### src/hw/rtl/assert_macros.svh
// Assertion helper macros for the shared free-list stack block.
// Included by RTL files that carry concurrent checks; no other dependencies.
`ifndef ASSERT_MACROS_SVH
`define ASSERT_MACROS_SVH

// Clocked check, switched off while reset is asserted (active-low).
`define KSFL_ASSERT(label, clk, rst_n, prop, msg) \
  label: assert property (@(posedge clk) disable iff (!rst_n) prop) \
    else $error(msg);

// Clocked check that also holds during reset.
`define KSFL_ASSERT_ALWAYS(label, clk, prop, msg) \
  label: assert property (@(posedge clk) prop) else $error(msg);

`endif

### src/hw/rtl/ksfl_pkg.sv
// Shared types and codes for the k-stacks shared free-list block.
// No dependencies; used by the channel interfaces and the top level.
package ksfl_pkg;

  typedef logic        [1:0]  func_t;
  typedef logic        [2:0]  sid_t;
  typedef logic signed [31:0] value_t;
  typedef logic        [1:0]  status_t;

  // operation codes
  localparam func_t FUNC_PUSH = 2'd0;
  localparam func_t FUNC_POP  = 2'd1;
  localparam func_t FUNC_PEEK = 2'd2;

  // result status codes
  localparam status_t ST_OK    = 2'd0;
  localparam status_t ST_FULL  = 2'd1;
  localparam status_t ST_EMPTY = 2'd2;

endpackage

### src/hw/rtl/ksfl_if.sv
// Valid/ready channel interfaces for the request and result streams.
// Depends on ksfl_pkg for payload types.
interface ksfl_in_if;
  logic              valid;
  logic              ready;
  ksfl_pkg::func_t   func;
  ksfl_pkg::sid_t    stack_id;
  ksfl_pkg::value_t  push_value;

  modport source (output valid, output func, output stack_id, output push_value,
                  input ready);
  modport sink   (input valid, input func, input stack_id, input push_value,
                  output ready);
endinterface

interface ksfl_out_if;
  logic              valid;
  logic              ready;
  ksfl_pkg::value_t  top_value;
  ksfl_pkg::status_t status;
  logic              stack_now_empty;

  modport source (output valid, output top_value, output status, output stack_now_empty,
                  input ready);
  modport sink   (input valid, input top_value, input status, input stack_now_empty,
                  output ready);
endinterface

### src/hw/rtl/ksfl_ram.sv
// Generic single-write, single-read RAM with registered read data.
// No dependencies; no reset on contents.
module ksfl_ram #(
  parameter int WIDTH = 32,
  parameter int DEPTH = 64
) (
  input  logic                                   clk,
  input  logic                                   we,
  input  logic [((DEPTH > 1) ? $clog2(DEPTH) : 1)-1:0] waddr,
  input  logic [WIDTH-1:0]                       wdata,
  input  logic                                   re,
  input  logic [((DEPTH > 1) ? $clog2(DEPTH) : 1)-1:0] raddr,
  output logic [WIDTH-1:0]                       rdata
);

  logic [WIDTH-1:0] mem [DEPTH];

  always_ff @(posedge clk) begin
    if (we) begin
      mem[waddr] <= wdata;
    end
    if (re) begin
      rdata <= mem[raddr];  // old data on same-address write
    end
  end

endmodule

### src/hw/rtl/k_stacks_shared_free_list_core.sv
// Top level of the k-stacks shared free-list block.
// Depends on ksfl_pkg, ksfl_if (channels), ksfl_ram and assert_macros.svh.
//
// Usage:
//  - in_bus carries one request beat: func (push/pop/peek), stack_id, push_value.
//    out_bus returns exactly one result beat per request, in order:
//    top_value, status (ok / full / empty), stack_now_empty.
//  - Path: a request accepted from in_bus is held in the operand stage, then moves
//    into the result register, from which out_bus offers its result beat.
//  - Throughput: one request per cycle, sustained while out_bus.ready is high.
//    The link and data RAM reads for a request are issued at its accept edge,
//    with addresses formed from the state the preceding request leaves, plus a
//    write-to-read bypass; that RAM read port is what sets this rate.
//  - Reset (rst_n low, synchronous): all stacks empty, free list 0,1,2,...
//    No clearing pass: a high-water mark marks link entries never written,
//    which read as their reset value (index + 1). The block takes requests
//    as soon as reset is released.
//  - Stall: if out_bus.ready stays low, the result register holds its beat,
//    the operand stage holds one more request, and in_bus.ready then drops.
//    State changes only when a request moves into the result register.
`include "assert_macros.svh"

module k_stacks_shared_free_list_core #(
  parameter int STORE_DEPTH = 64,
  parameter int NUM_STACKS  = 8
) (
  input  logic             clk,
  input  logic             rst_n,
  ksfl_in_if.sink          in_bus,
  ksfl_out_if.source       out_bus
);

  // Pointer holds a slot index or the null value STORE_DEPTH.
  localparam int PW = $clog2(STORE_DEPTH + 1);
  localparam int AW = (STORE_DEPTH > 1) ? $clog2(STORE_DEPTH) : 1;
  localparam int SW = (NUM_STACKS > 1) ? $clog2(NUM_STACKS) : 1;
  localparam logic [PW-1:0] NullPtr = PW'(STORE_DEPTH);

  // ---------------------------------------------------------------- state
  logic [PW-1:0] tops_r [NUM_STACKS];
  logic [PW-1:0] free_head_r, free_head_nxt;
  logic [PW-1:0] hw_r, hw_nxt;            // link entries >= hw_r never written

  // ---------------------------------------------------------------- operand stage
  logic                 s_valid_r;
  ksfl_pkg::func_t      s_func_r;
  logic                 s_in_range_r;
  logic [SW-1:0]        s_idx_r;
  ksfl_pkg::value_t     s_value_r;
  logic [PW-1:0]        s_top_r;
  logic                 link_byp_r, link_old_r, data_byp_r;
  logic [PW-1:0]        link_bypd_r, link_dflt_r;
  ksfl_pkg::value_t     data_bypd_r;

  // ---------------------------------------------------------------- result register
  logic                 out_valid_r;
  ksfl_pkg::value_t     out_top_value_r;
  ksfl_pkg::status_t    out_status_r;
  logic                 out_empty_r;

  // ---------------------------------------------------------------- handshake
  logic s_fire, in_fire;
  assign s_fire       = s_valid_r && (!out_valid_r || out_bus.ready);
  assign in_bus.ready = !s_valid_r || s_fire;
  assign in_fire      = in_bus.valid && in_bus.ready;

  // ---------------------------------------------------------------- RAMs
  logic [PW-1:0]    link_q;
  ksfl_pkg::value_t data_q;
  logic             l_we, d_we, t_we;
  logic [PW-1:0]    l_waddr, l_wdata, t_wdata;
  logic [PW-1:0]    link_raddr, data_raddr;

  ksfl_ram #(.WIDTH(PW), .DEPTH(STORE_DEPTH)) u_link_ram (
    .clk   (clk),
    .we    (l_we),
    .waddr (l_waddr[AW-1:0]),
    .wdata (l_wdata),
    .re    (in_fire),
    .raddr (link_raddr[AW-1:0]),
    .rdata (link_q)
  );

  ksfl_ram #(.WIDTH(32), .DEPTH(STORE_DEPTH)) u_data_ram (
    .clk   (clk),
    .we    (d_we),
    .waddr (free_head_r[AW-1:0]),
    .wdata (s_value_r),
    .re    (in_fire),
    .raddr (data_raddr[AW-1:0]),
    .rdata (data_q)
  );

  // ---------------------------------------------------------------- execute
  logic [PW-1:0]    link_rd;
  ksfl_pkg::value_t data_rd;
  logic             head_ok, top_ok, do_push, do_pop;

  // Read data with forwarding of the write made at the read's own edge.
  assign link_rd = link_byp_r ? link_bypd_r : (link_old_r ? link_q : link_dflt_r);
  assign data_rd = data_byp_r ? data_bypd_r : data_q;

  assign head_ok = free_head_r < NullPtr;
  assign top_ok  = s_top_r < NullPtr;
  assign do_push = s_fire && s_in_range_r && (s_func_r == ksfl_pkg::FUNC_PUSH) && head_ok;
  assign do_pop  = s_fire && s_in_range_r && (s_func_r == ksfl_pkg::FUNC_POP) && top_ok;

  // push: slot = free head, link[slot] = old top, top = slot, head = old link[slot]
  // pop:  top = link[top], link[top] = head, head = old top
  assign d_we    = do_push;
  assign l_we    = do_push || do_pop;
  assign l_waddr = do_push ? free_head_r : s_top_r;
  assign l_wdata = do_push ? s_top_r : free_head_r;
  assign t_we    = l_we;
  assign t_wdata = do_push ? free_head_r : link_rd;

  assign free_head_nxt = do_push ? link_rd : (do_pop ? s_top_r : free_head_r);
  assign hw_nxt = (do_push && (free_head_r == hw_r)) ? hw_r + PW'(1) : hw_r;

  // Result fields
  ksfl_pkg::status_t st_c;
  ksfl_pkg::value_t  tv_c;
  logic [PW-1:0]     new_top_c;
  logic              empty_c;

  always_comb begin
    st_c      = ksfl_pkg::ST_OK;
    tv_c      = '0;
    new_top_c = s_top_r;
    if (!s_in_range_r) begin
      new_top_c = NullPtr;
      case (s_func_r) inside
        ksfl_pkg::FUNC_PUSH:                     st_c = ksfl_pkg::ST_FULL;
        ksfl_pkg::FUNC_POP, ksfl_pkg::FUNC_PEEK: st_c = ksfl_pkg::ST_EMPTY;
        default:                                 st_c = ksfl_pkg::ST_OK;
      endcase
    end else begin
      case (s_func_r)
        ksfl_pkg::FUNC_PUSH: begin
          if (head_ok) new_top_c = free_head_r;
          else         st_c = ksfl_pkg::ST_FULL;
        end
        ksfl_pkg::FUNC_POP: begin
          if (top_ok) new_top_c = link_rd;
          else        st_c = ksfl_pkg::ST_EMPTY;
        end
        ksfl_pkg::FUNC_PEEK: begin
          if (top_ok) tv_c = data_rd;
          else        st_c = ksfl_pkg::ST_EMPTY;
        end
        default: st_c = ksfl_pkg::ST_OK;
      endcase
    end
  end

  assign empty_c = !(new_top_c < NullPtr);

  // ---------------------------------------------------------------- read address
  // Addresses come from the state as it will be after this edge's update.
  logic [SW-1:0] in_idx;
  logic          in_in_range;
  logic [PW-1:0] top_sel;

  assign in_idx      = SW'(in_bus.stack_id);
  assign in_in_range = 32'(in_bus.stack_id) < NUM_STACKS;

  always_comb begin
    top_sel = NullPtr;
    if (in_in_range) begin
      top_sel = (t_we && (s_idx_r == in_idx)) ? t_wdata : tops_r[in_idx];
    end
  end

  assign link_raddr = (in_bus.func == ksfl_pkg::FUNC_PUSH) ? free_head_nxt : top_sel;
  assign data_raddr = top_sel;

  // ---------------------------------------------------------------- registers
  always_ff @(posedge clk) begin
    if (!rst_n) begin
      for (int i = 0; i < NUM_STACKS; i++) begin
        tops_r[i] <= NullPtr;
      end
      free_head_r <= '0;
      hw_r        <= '0;
      s_valid_r   <= 1'b0;
      out_valid_r <= 1'b0;
    end else begin
      if (t_we) tops_r[s_idx_r] <= t_wdata;
      free_head_r <= free_head_nxt;
      hw_r        <= hw_nxt;

      if (in_fire)     s_valid_r <= 1'b1;
      else if (s_fire) s_valid_r <= 1'b0;

      if (s_fire)             out_valid_r <= 1'b1;
      else if (out_bus.ready) out_valid_r <= 1'b0;
    end
  end

  // Payload, no reset
  always_ff @(posedge clk) begin
    if (in_fire) begin
      s_func_r     <= in_bus.func;
      s_in_range_r <= in_in_range;
      s_idx_r      <= in_idx;
      s_value_r    <= in_bus.push_value;
      s_top_r      <= top_sel;
      link_byp_r   <= l_we && (l_waddr == link_raddr);
      link_bypd_r  <= l_wdata;
      link_old_r   <= link_raddr < hw_r;
      link_dflt_r  <= link_raddr + PW'(1);
      data_byp_r   <= d_we && (free_head_r == data_raddr);
      data_bypd_r  <= s_value_r;
    end
    if (s_fire) begin
      out_top_value_r <= tv_c;
      out_status_r    <= st_c;
      out_empty_r     <= empty_c;
    end
  end

  assign out_bus.valid           = out_valid_r;
  assign out_bus.top_value       = out_top_value_r;
  assign out_bus.status          = out_status_r;
  assign out_bus.stack_now_empty = out_empty_r;

  // ---------------------------------------------------------------- checks
  // free head is unknown until the first reset edge; vacuous while in reset
  `KSFL_ASSERT_ALWAYS(a_head_in_range, clk, !rst_n || (free_head_r <= NullPtr), "free head out of range")

  `KSFL_ASSERT(a_push_moves_head, clk, rst_n,
    do_push |=> free_head_r != $past(free_head_r), "push left free head unchanged")

  `KSFL_ASSERT(a_stall_freezes_state, clk, rst_n,
    (s_valid_r && out_valid_r && !out_bus.ready) |=> $stable(free_head_r) && $stable(hw_r),
    "state changed while result stalled")

  `KSFL_ASSERT(a_watermark_grows, clk, rst_n,
    1'b1 |=> hw_r >= $past(hw_r), "link high-water mark went backward")

endmodule

### src/flat_wrapper.sv
// flat-port wrapper written by rule: the top's interface ports become plain ports
module k_stacks_shared_free_list_core_flat 
#(
  parameter int STORE_DEPTH = 64,
  parameter int NUM_STACKS  = 8
)
  (clk, rst_n, in_bus_valid, in_bus_func, in_bus_stack_id, in_bus_push_value, in_bus_ready, out_bus_valid, out_bus_top_value, out_bus_status, out_bus_stack_now_empty, out_bus_ready);
  ksfl_in_if in_bus_i ();
  ksfl_out_if out_bus_i ();
  input  logic clk;
  input  logic rst_n;
  input wire logic [$bits(in_bus_i.valid)-1:0] in_bus_valid;
  input wire logic [$bits(in_bus_i.func)-1:0] in_bus_func;
  input wire logic [$bits(in_bus_i.stack_id)-1:0] in_bus_stack_id;
  input wire logic [$bits(in_bus_i.push_value)-1:0] in_bus_push_value;
  output wire logic [$bits(in_bus_i.ready)-1:0] in_bus_ready;
  output wire logic [$bits(out_bus_i.valid)-1:0] out_bus_valid;
  output wire logic [$bits(out_bus_i.top_value)-1:0] out_bus_top_value;
  output wire logic [$bits(out_bus_i.status)-1:0] out_bus_status;
  output wire logic [$bits(out_bus_i.stack_now_empty)-1:0] out_bus_stack_now_empty;
  input wire logic [$bits(out_bus_i.ready)-1:0] out_bus_ready;
  assign in_bus_i.valid = in_bus_valid;
  assign in_bus_i.func = in_bus_func;
  assign in_bus_i.stack_id = in_bus_stack_id;
  assign in_bus_i.push_value = in_bus_push_value;
  assign in_bus_ready = in_bus_i.ready;
  assign out_bus_valid = out_bus_i.valid;
  assign out_bus_top_value = out_bus_i.top_value;
  assign out_bus_status = out_bus_i.status;
  assign out_bus_stack_now_empty = out_bus_i.stack_now_empty;
  assign out_bus_i.ready = out_bus_ready;
  k_stacks_shared_free_list_core #(.STORE_DEPTH(STORE_DEPTH), .NUM_STACKS(NUM_STACKS)) u_core (.clk(clk), .rst_n(rst_n), .in_bus(in_bus_i), .out_bus(out_bus_i));
endmodule
### config.mk
export PLATFORM = sky130hd
export DESIGN_NAME = k_stacks_shared_free_list_core_flat
export DESIGN_NICKNAME = d
export VERILOG_FILES = /design/src/hw/rtl/ksfl_pkg.sv /design/src/hw/rtl/ksfl_if.sv /design/src/hw/rtl/ksfl_ram.sv /design/src/hw/rtl/k_stacks_shared_free_list_core.sv /design/src/flat_wrapper.sv
export VERILOG_INCLUDE_DIRS = /design/src /design/src/hw/rtl
export SDC_FILE = /design/constraint.sdc
export NUM_CORES = 2
export LEC_CHECK = 0
export ABC_AREA = 1
export ABC_CLOCK_PERIOD_IN_PS = 7500
export BUFFER_PORTS_ARGS = -buffer_cell sky130_fd_sc_hd__clkbuf_2
export CELL_PAD_IN_SITES_DETAIL_PLACEMENT = 1
export CELL_PAD_IN_SITES_GLOBAL_PLACEMENT = 1
export CORE_ASPECT_RATIO = 0.6
export CORE_MARGIN = 4
export CORE_UTILIZATION = 40
export DETAILED_ROUTE_END_ITERATION = 8
export PLACE_DENSITY_LB_ADDON = 0.1
export SKIP_LAST_GASP = 1
export SYNTH_ARGS = -nofsm -noshare
export SYNTH_HDL_FRONTEND = slang
export SYNTH_SLANG_ARGS = --single-unit
### constraint.sdc
create_clock -name clk -period 7.5 [get_ports clk]
set_input_delay 1.875 -clock clk [delete_from_list [all_inputs] [get_ports clk]]
set_output_delay 1.875 -clock clk [all_outputs]
set_load 0.005 [all_outputs]
==> reports/results.tsv <==
stage	metric	value	unit
final_layout	final_cells	13180	
run	maxCapViolations	0	
sta	whs	0.5252	ns
power_and_ir_drop	ir_drop	0.1895	mV
power_and_ir_drop	intPower	25.31	mW
power_and_ir_drop	p_clk_share	38.9	%
grt	use_met2	36.86	%
setup_path	rr_endpoint	u_core.u_link_ram.rdata[3]	
grt	grt_util_met3	5.686	%
yosys	synth_area_leaders	edfxtp_1, nand3_1, nand2_1	
cts	cts.repair.resized	0	
grt	use_met1	44.21	%
yosys	ys.flop_type	edfxtp_1	
yosys	synth_edf_count	2719	
grt	grt_usage	27.22	%
power_and_ir_drop	netSwitchingPower	9.117	mW
grt	grt_busiest_layer	met1	
cts	clock-sinks	2735	
placement	globalplace.congestion	0.8834	
setup_path	setup.worst_path.end	u_core.u_link_ram.rdata[3]	
floorplanning	die-width	694.1	um
yosys	yosysTopAreaCell	edfxtp_1	
sta	setup_slack	1.838	ns
yosys	synth.cell_area	0.1130	mm^2
yosys	yosys_register_bits	2735	
setup_path	crit_path_max_fanout	36	
detailed_routing	routedWlPerCell	30.55	um
grt	grt_pass1_vias	73820	
cts	cts_max_level	5	
detailed_routing	dr.pass1.iters	6	
placement	portBuffers	77	
floorplanning	core	0.2798	mm^2
yosys	syn_nets	9258	
cts	ctsHoldBuffers	0	
cts	cts-buffers-inserted	277	
setup_path	endpoint_kind	register	
placement	dpl-instance-area	0.1186	mm^2
yosys	synth_area_per_cell	12.27	um^2
yosys	yosysWarnings	0	
grt	grt_max_degree	133	
grt	grt_pass1_wl	569.8	mm
sta	rsz0062_at_grt	false	
final_layout	final_layout_size_suffix_gt1_share	8.888	%
detailed_routing	drt_wl_total	402.8	mm
yosys	ys_seq_area_share	72.56	%
sta	hold_violations	0	
final_layout	ff_latch_area	0.08197	mm^2
floorplanning	die_height	419.6	um
detailed_routing	via_count	76010	
detailed_routing	viasPerCell	5.766	
cts	post-cts-setup-buffers	0	
final_layout	area_growth	12.34	%
floorplanning	fp-row-count	150	
setup_path	cp.required	8.11	ns
setup_path	path_class	primary input to register	
sta	timing.fmax	176.6	MHz
floorplanning	io_pins	78	
floorplanning	start_util	40.37	%
cts	clock_path_buffers	4	
power_and_ir_drop	power_density	271.3	mW/mm^2
cts	cts-root-buf	clkbuf_16	
setup_path	r2r_cells	19	
cts	clock_latency	0.87	ns
placement	hpwlAfterDp	239.6	mm
final_layout	design_area	0.1269	mm^2
detailed_routing	drtIter0Drc	10010	
yosys	async_reset_ff_share	0	%
status	status	complete, no violations	
min_path	hold_path.class	register to register	
cts	cts_tree	yes	
power_and_ir_drop	p_comb_share	11.5	%
sta	worstMarginPinSlew	1.275	ns
yosys	synthCells	9206	
setup_path	r2r_setup_slack	2.16	ns
setup_path	arrival	6.27	ns
sta	drv_slew	0	
final_layout	fillCellCount	28680	
floorplanning	die-area	0.2913	mm^2
power_and_ir_drop	p_seq_share	49.6	%
placement	dp.cells	12700	
power_and_ir_drop	total_leakage_power	44.82	nW
setup_path	cp-start-kind	primary input	
yosys	synth_top_area_share	72.28	%
sta	setup_viol	0	
final_layout	nets	9304	
yosys	yosysMostFrequentCell	edfxtp_1	
yosys	synth.distinct_cells	45	
power_and_ir_drop	swShare	26.48	%
sta	tns	0	ns
final_layout	multiInputGateArea	0.02604	mm^2
detailed_routing	ant_nets	0	
grt	overflow	0	
yosys	synthTopCellsByCount	edfxtp_1, nand2_1, nand3_1, inv_1, o211ai_1	
setup_path	rr_startpoint	u_core.s_func_r[0]	
sta	period_share	75.50	%
setup_path	crit_path_start	out_bus_ready	
sta	slew_headroom	14.80	%
cts	clkTransAtPathRegs	0.07	ns
placement	pre_cts_ws	1.118	ns
detailed_routing	drc	0	
sta	post-route-min-period	5.662	ns
grt	antenna_found_initial	16	
sta	finClkSkew	0.05766	ns
## critical path, cell delays in order
cell,delay (ns)
clkbuf_2,0.08
inv_1,0.07
nand2_1,0.12
nand3_4,0.28
inv_4,0.43
nand2_1,0.15
nand2_2,0.24
nand2_1,0.13
nand2_4,0.34
inv_6,0.24
o21ai_4,0.84
nor2_4,0.33
inv_1,0.23
a21oi_1,0.08
nor2_1,0.48
nand2_1,0.10
nand3_1,0.11
nand2_1,0.06
## metrics by stage
step                util (%)  power, mW
finish                 45.35      34.43
global route           45.35      35.61
CTS                    45.35      34.64
detailed placement     42.38      21.31
global placement       42.38      21.27
floorplan                  -      19.56
## final cells by class
cell class              instances  area share [%]
flip-flops and latches       2735           64.59
multi-input cells            5125           20.52
clock buffers                 358           5.852
well taps                    3724           3.671
repair buffers                348           2.370
inverters                     765           2.289
clock inverters               120          0.6950
diodes                          8         0.01577
## cells in the final DEF (no fill, tap or decap), drive strengths merged, types with 267 or more instances in the layout
master  Yosys  final
edfxtp   2719   2719
nand2    1937   1937
nand3    1539   1539
inv       760    765
o211ai    682    682
clkbuf    189    435
o21ai     284    284
or2       279    279
buf       392    271
nor2      267    267
## worst min-delay path by stage
stage,start,to,slack [ns],depth (start not counted)
after floorplan,u_core.hw_r[6],u_core.hw_r[6],0.47,2
after global placement,u_core.hw_r[6],u_core.hw_r[6],0.50,2
after detailed placement,u_core.hw_r[6],u_core.hw_r[6],0.51,2
after CTS,u_core.hw_r[6],u_core.hw_r[6],0.52,2
after global routing,u_core.hw_r[6],u_core.hw_r[6],0.54,2
final,u_core.hw_r[6],u_core.hw_r[6],0.53,2
## power by group through the flow
stage / clock network (mW) / registers, mW / logic (mW)
floorplan: 0 / 17.4 / 2.16
global placement: 0 / 17.4 / 3.89
detailed placement: 0 / 17.4 / 3.92
CTS: 13.7 / 17.1 / 3.93
global route: 14.3 / 17.1 / 4.26
finish: 13.4 / 17.1 / 3.97
## sequential cells by signal, indices dropped and copies added (netlist names), 32 cells and up
signal	flops
u_core.u_data_ram.mem	2048
u_core.out_bus.top_value	32
u_core.data_bypd_r	32
u_core.u_link_ram.mem	448
u_core.u_data_ram.rdata	32
u_core.tops_r	56
u_core.s_value_r	32
## per-layer routing
metal  vias up  part of all wire, %
met4         6                  2.1
met3       488                  8.8
li1      32900                    -
met2      3051                   40
met1     39570                   49
met5         -                0.010
## cells by family after synthesis
family	count (synthesis)	synth area share [%]
DFF	2735	72.56
buffers and inverters	1346	4.996
and+or+nand+nor	4062	16.03
adders and majority gates	11	0.1218
xor gates and xnor gates	15	0.1163
AOI/OAI and AO/OA	1037	6.174
Note: power is estimated with default switching activity, not from simulation.
